--- src/rtl/tcw_pkg.sv ---
`default_nettype none

package tcw_pkg;

	// screen geometry
	localparam int WIDTH        = 80;
	localparam int HEIGHT       = 25;
	localparam int CELLS        = WIDTH * HEIGHT;
	localparam int SCROLL_CELLS = WIDTH * (HEIGHT - 1);
	localparam int ADDR_W       = $clog2(CELLS);
	localparam int ROW_W        = $clog2(HEIGHT + 1);

	// payload widths
	localparam int OP_W    = 2;
	localparam int CHAR_W  = 8;
	localparam int COLOR_W = 16;
	localparam int POS_W   = 11;

	// reciprocal for cursor / WIDTH, exact for any POS_W-bit cursor
	localparam int DIV_SHIFT = POS_W + $clog2(WIDTH);
	localparam int DIV_MUL   = ((2 ** DIV_SHIFT) + WIDTH - 1) / WIDTH;
	localparam int DIV_MUL_W = $clog2(DIV_MUL + 1);

	localparam logic [CHAR_W-1:0] CH_NEWLINE   = 8'd10;
	localparam logic [CHAR_W-1:0] CH_BACKSPACE = 8'd8;

	typedef enum logic [OP_W-1:0] {
		OP_PUT    = 2'd0,
		OP_CLEAR  = 2'd1,
		OP_READ   = 2'd2,
		OP_SETCUR = 2'd3
	} op_t;

	typedef enum logic [2:0] {
		ST_INIT,
		ST_IDLE,
		ST_COPY,
		ST_BLANK,
		ST_CLEAR,
		ST_ROW,
		ST_EXEC
	} state_t;

	typedef struct packed {
		logic load;
		logic zero;
		logic copy;
		logic row;
		logic end_scroll;
		logic exec;
	} cmd_t;

	typedef struct packed {
		logic cursor_full;
		logic newline;
		logic copy_last;
		logic zero_last;
		logic out_free;
	} status_t;

endpackage

`default_nettype wire

--- src/rtl/tcw_ctrl.sv ---
`default_nettype none

module tcw_ctrl (
	input  wire logic                       clk,
	input  wire logic                       arst_n,
	input  wire logic                       in_valid,
	input  wire logic [tcw_pkg::OP_W-1:0]   op,
	input  wire logic [tcw_pkg::CHAR_W-1:0] char_code,
	input  wire tcw_pkg::status_t           status,
	output logic                            in_ready,
	output tcw_pkg::cmd_t                   cmd
);
	import tcw_pkg::*;

	state_t state_q;
	state_t state_nxt;

	always_ff @(posedge clk or negedge arst_n) begin
		if (!arst_n) begin
			state_q <= ST_INIT;
		end else begin
			state_q <= state_nxt;
		end
	end

	always_comb begin
		state_nxt = state_q;
		cmd       = '0;
		in_ready  = 1'b0;
		unique case (state_q)
			ST_INIT: begin
				cmd.zero = 1'b1;
				if (status.zero_last) begin
					state_nxt = ST_IDLE;
				end
			end
			ST_IDLE: begin
				in_ready = 1'b1;
				if (in_valid) begin
					cmd.load = 1'b1;
					priority if (op == OP_CLEAR) begin
						state_nxt = ST_CLEAR;
					end else if (op == OP_PUT && status.cursor_full) begin
						state_nxt = ST_COPY;
					end else if (op == OP_PUT && char_code == CH_NEWLINE) begin
						state_nxt = ST_ROW;
					end else begin
						state_nxt = ST_EXEC;
					end
				end
			end
			ST_COPY: begin
				cmd.copy = 1'b1;
				if (status.copy_last) begin
					state_nxt = ST_BLANK;
				end
			end
			ST_BLANK: begin
				cmd.zero = 1'b1;
				if (status.zero_last) begin
					cmd.end_scroll = 1'b1;
					state_nxt      = status.newline ? ST_ROW : ST_EXEC;
				end
			end
			ST_CLEAR: begin
				cmd.zero = 1'b1;
				if (status.zero_last) begin
					state_nxt = ST_EXEC;
				end
			end
			ST_ROW: begin
				cmd.row   = 1'b1;
				state_nxt = ST_EXEC;
			end
			ST_EXEC: begin
				if (status.out_free) begin
					cmd.exec  = 1'b1;
					state_nxt = ST_IDLE;
				end
			end
			default: begin
				state_nxt = ST_IDLE;
			end
		endcase
	end

endmodule

`default_nettype wire

--- config.mk ---
export PLATFORM = sky130hd
export DESIGN_NAME = tcw_ctrl
export DESIGN_NICKNAME = d
export VERILOG_FILES = /design/src/rtl/tcw_pkg.sv /design/src/rtl/tcw_ctrl.sv
export SDC_FILE = /design/constraint.sdc
export NUM_CORES = 1
export LEC_CHECK = 0
export BUFFER_PORTS_ARGS = -buffer_cell sky130_fd_sc_hd__buf_2
export CORE_AREA = 2 2 39 41
export DETAILED_ROUTE_END_ITERATION = 8
export DIE_AREA = 0 0 41 43
export PLACE_DENSITY_LB_ADDON = 0.3
export SLEW_MARGIN = 25
export SYNTH_ARGS = -nofsm -noshare
export SYNTH_HDL_FRONTEND = slang
export SYNTH_SLANG_ARGS = --single-unit
--- constraint.sdc ---
create_clock -name clk -period 2.4 [get_ports clk]
set_clock_uncertainty 0.05 [all_clocks]
set_input_delay 0 -clock clk [delete_from_list [all_inputs] [get_ports clk]]
set_output_delay 0 -clock clk [all_outputs]
set_load 0.1 [all_outputs]
# Word level (Yosys, flattened, before mapping)
# Index checks and enable logic that the tools add are counted.
# word_totals
ram_bits	0
latchBits	0
romBits	0
n_memories	0
elab_cells	42
regBits	3
output_inout_bits	7
# classes
multipliers	0
n_mux	21
n_reduce_logical	6
div_mod_pow	0
n_eq_ne	14
n_shift	0
n_bitwise	0
addsub	0
n_lt_le_gt_ge	0
# ops
operator	n
$mux W3	8
$pmux W3 S7	1
$ne A2 B2 Y1 const B	6
$mux W1	10
$eq A3 B3 Y1 const B	3
$eq A8 B4 Y1 const B	1
$eq A3 B2 Y1 const B	2
$reduce_and A6 Y1	1
$mux W2	2
$eq A3 B1 Y1 const B	1
$logic_not A3 Y1	1
$reduce_or A3 Y1	1
$eq A2 B1 Y1 const B	1
$logic_and A1 B1 Y1	2
$logic_not A2 Y1	1

# Longest topological paths before layout
# depth
word_depth	7
depth_mapped	5

# Worst setup path after synthesis
# Ideal clock, no wire load.
# synth_path
kind	register -> output
from	register state_q[1]
to	output port cmd[4] in the netlist's numbering
stages_incl_launch_ff	3
t_required_ns	2.350
t_arrival_ns	2.703
path_slack_ns	-0.353
path_cell_list	dfrtp_1 -> clkbuf_1 -> o21ai_0
# synth_rtl
element	line	text
start: declaration	tcw_ctrl.sv:15	state_t state_q;
start signal: assignment	tcw_ctrl.sv:22	state_q <= state_nxt;
end: declaration	tcw_ctrl.sv:11	output tcw_pkg::cmd_t cmd

==> summary.md <==
| Metric | Value |
|---|---|
| Routed len/inst | `about 10 um` |
| DRC violation total after the first TritonRoute iteration | `8` |
| Worst hold slack | `~0.033 ns` |
| Slew Limit Headroom | `just under 70%` |
| Non-Filler Instances | `between 80 and 90` |
| Setup-violating endpoint count in the final report | `0` |
| Achievable clock frequency | `about 0.55 GHz` |
| Largest register by flop count | `state_q` |
| Mapped Cells | `43` |
| Outcome | `finished clean` |
| Vertical die dimension | `around 43 um` |
| Placement Cell Area | `~460 um2` |
| Fin worst setup slack | `just under 0.6 ns` |
| Fraction of the cycle the final worst path needs | `between 70 and 80%` |
| Cell types with the largest area share after synthesis | `sky130_fd_sc_hd__dfrtp_1 (22%), sky130_fd_sc_hd__a31oi_1 (7.4%), sky130_fd_sc_hd__a211oi_4 (5.9%)` |
| Chip Width | `just over 40 um` |
| Clock transition time at the flip-flop clock pins of the worst setup and hold paths | `roughly 0.03 ns` |
| GRT Total Usage | `11.4%` |
| Cell leakage power | `roughly 0.25 nW` |
| Mux share of post-synthesis cell area | `6.30%` |
| Area leader, netlist | `sky130_fd_sc_hd__dfrtp_1` |
| Number of failing hold endpoints at the final stage | `0` |
| Total negative slack | `0 ns` |
| Cell with the largest stage delay on the worst path | `sky130_fd_sc_hd__dfrtp_1` |
| Share of the synthesized area in compound gates (AO/OA/AOI/OAI) | `between 20% and 30%` |
| Minimum period implied by the final worst setup slack | `roughly 1.8 ns` |
| Worst setup path class | `register to primary output` |
| Number of different library cells in the post-synthesis netlist | `26` |
| Footprint of the flip-flops and latches | `75.1 um2` |
| Cells along the critical path | `nor2b_1, and2b_1, and2_1, buf_2` |
| Peak supply drop | `540 uV` |
| Overall power | `a little over 0.8 mW` |
| Routability cong. | `between 0.7 and 0.8` |
| Global-route wire length before repair | `about 1.3 mm` |
| Required time reported for the critical path endpoint | `2.35 ns` |
| Number of fill cells | `154` |
| Biggest registers after layout | `state_q: 3 flops` |
| TritonCTS clock tree | `done` |
| Post-route cell area | `around 490 um2` |
| Mapped cell area | `about 340 um2` |
| Global route total overflow | `0` |
| Placed cell count | `80` |
| Most frequent cells after synthesis | `sky130_fd_sc_hd__nor2_1 (5), sky130_fd_sc_hd__a21oi_1 (4), sky130_fd_sc_hd__a31oi_1 (4)` |
| Crit path DAT | `1.77 ns` |
| Post-synthesis share of cell area spent on and, or, nand and nor gates | `40.7%` |
| Biggest cell delay along the critical path | `between 0.5 and 0.6 ns` |
| Util after Layout | `about 36%` |
| Count of antenna diodes in the layout | `0` |
| Max H-tree Level | `1` |
| Crit start category | `register` |
| CTS Buf Count | `3` |
| Critical-path maximum fanout | `11` |
| Clk root buf | `sky130_fd_sc_hd__clkbuf_4` |
| Antenna violations before repair | `0` |
| Synth Area in Adders | `0%` |
| Number of enable flip-flop cells after synthesis | `0` |
| Core Footprint | `1380 um2` |
| Average size of a mapped cell | `7.86 um2` |
| Share of the yosys chip area belonging to registers | `22.2%` |
| Largest family of logic cells by synthesized area | `simple AND/OR/NAND/NOR gates` |
| Post-DR vias/cell | `~4.8` |
| Yosys top cell area share | `between 20 and 25%` |
| Final HPWL DP | `~650 um` |
| Number of buffers and inverters on the critical path | `1` |
| Area used by multi-input combinational logic | `243 um2` |
| Clock latency at the later pin of the worst-skew pair | `about 0.23 ns` |
| Routed Wire Length | `just over 800 um` |
| Async set-reset flop share out of synthesis | `100%` |
| Layout cell share with drive strength beyond 1 | `~43%` |
| Maximum buffer depth of the clock tree | `2` |
| Number of placed I/O pins | `25` |
| Max Cap Violations | `0` |
| Actual slew at the worst max-slew pin | `0.491 ns` |
| Number of nets at the end of the flow | `between 80 and 90` |
| Total of flip-flops plus latches after synthesis | `3` |
| Primary flip-flop cell chosen by synthesis mapping | `sky130_fd_sc_hd__dfrtp_1` |
| Top-count cell post-synth | `sky130_fd_sc_hd__nor2_1` |
| Post-route antenna net violation count | `0` |
| Number of nets produced by synthesis | `a little over 60` |
| Count of yosys warnings during synthesis | `0` |
| Via count of the first global-routing pass | `roughly 340` |
| DRC Markers | `0` |
| IO buf count | `24` |
| Worst slack at placement | `approximately 0.83 ns` |
| Unrepaired setup endpoints after global routing | `no` |
| Crit end category | `primary output` |
| Initial cell density of the core | `between 20 and 25%` |
| Vias after detailed routing | `407` |
| Max Transition Viols Final | `0` |
| Number of flip-flops in the largest register | `3` |
| Type of the worst min-delay path | `input pin to register` |
| Post-synthesis share of cell area spent on xor and xnor gates | `0%` |
| # clock sinks | `3` |
| Maximum number of pins on one net before global-route repair | `14` |
| Top cell family by delay on the critical path | `simple AND/OR/NAND/NOR gates` |
| Power density cells | `around 1700 nW/um2` |
| Number of iterations in the first detailed-routing pass | `4` |
| Area added between synthesis and finish | `46.3%` |
| Placement Rows | `14` |
| Floorplan die area | `approximately 1800 um2` |
-- worst min-delay path, stage by stage --
cell and delay [ns]:
sky130_fd_sc_hd__buf_2 0.07, sky130_fd_sc_hd__nor4_1 0.04, sky130_fd_sc_hd__nand4_1 0.08, sky130_fd_sc_hd__a31oi_1 0.07
-- layout make-up --
type                            count  share of cell area (%)
Multi-Input combinational cell     37                    49.1
Tap cell                           16                    4.05
Timing Repair Buffer               25                    26.3
Clock buffer                        4                    5.32
Sequential cell                     3                    15.2
-- layer usage --
metal  track usage, %  vias to the layer above  part of all wire, %
met5                0                        -                    0
li1                 -                      213                    -
met1             13.9                      167                   46
met2             16.3                       25                   42
met4             8.00                        0                  1.7
met3             3.14                        2                   10
-- power by group --
group          switching, mW  internal (mW)  total (mW)
Clock                 0.0251         0.0622      0.0873
Sequential            0.0776         0.0781       0.156
Combinational          0.430          0.152       0.582
Total                  0.533          0.292       0.825
-- layout by cell type (no fill, tap or decap), drive strengths merged --
cell type,netlist,routed
nand2,2,2
o21ai,1,1
a21oi,4,4
a21o,1,1
a211oi,1,1
nor4,2,2
buf,2,24
and3b,1,1
and2,1,1
and4bb,1,1
clkbuf,1,4
or3b,1,1
nor2b,2,2
and3,2,2
dlygate4sd3,0,1
o22ai,1,1
mux2i,1,1
nand4,1,1
nand3,1,1
and2b,2,2
mux2,1,1
nand2b,1,1
nor2,5,5
nor3,1,1
a31oi,4,4
dfrtp,3,3
-- path summary, 6_finish.rpt --
check	startpoint	slack [ns]	depth (start not counted)	end
hold / removal	char_code[6]	0.03	4	state_q[0]
max in group asynchronous	arst_n	2.15	2	state_q[0]
min in group asynchronous	arst_n	0.04	2	state_q[1]
setup / recovery	state_q[0]	0.58	4	cmd[5]
hold reg to reg	state_q[0]	0.66	2	state_q[0]
setup reg to reg	state_q[2]	0.87	4	state_q[2]
-- timing repair --
item                      CTS  global route
hold endpoints to repair    3             0
hold buffers                1             0
setup buffers               0             0
gates resized for setup     0             0
-- logic make-up after synthesis --
| logic type | after synthesis |
|---|---|
| and+or+nand+nor | 23 |
| AOI/OAI and AO/OA | 12 |
| DFF | 3 |
| buffers and inverters | 3 |
| muxes | 2 |
Power figures use the tool's default switching activity.
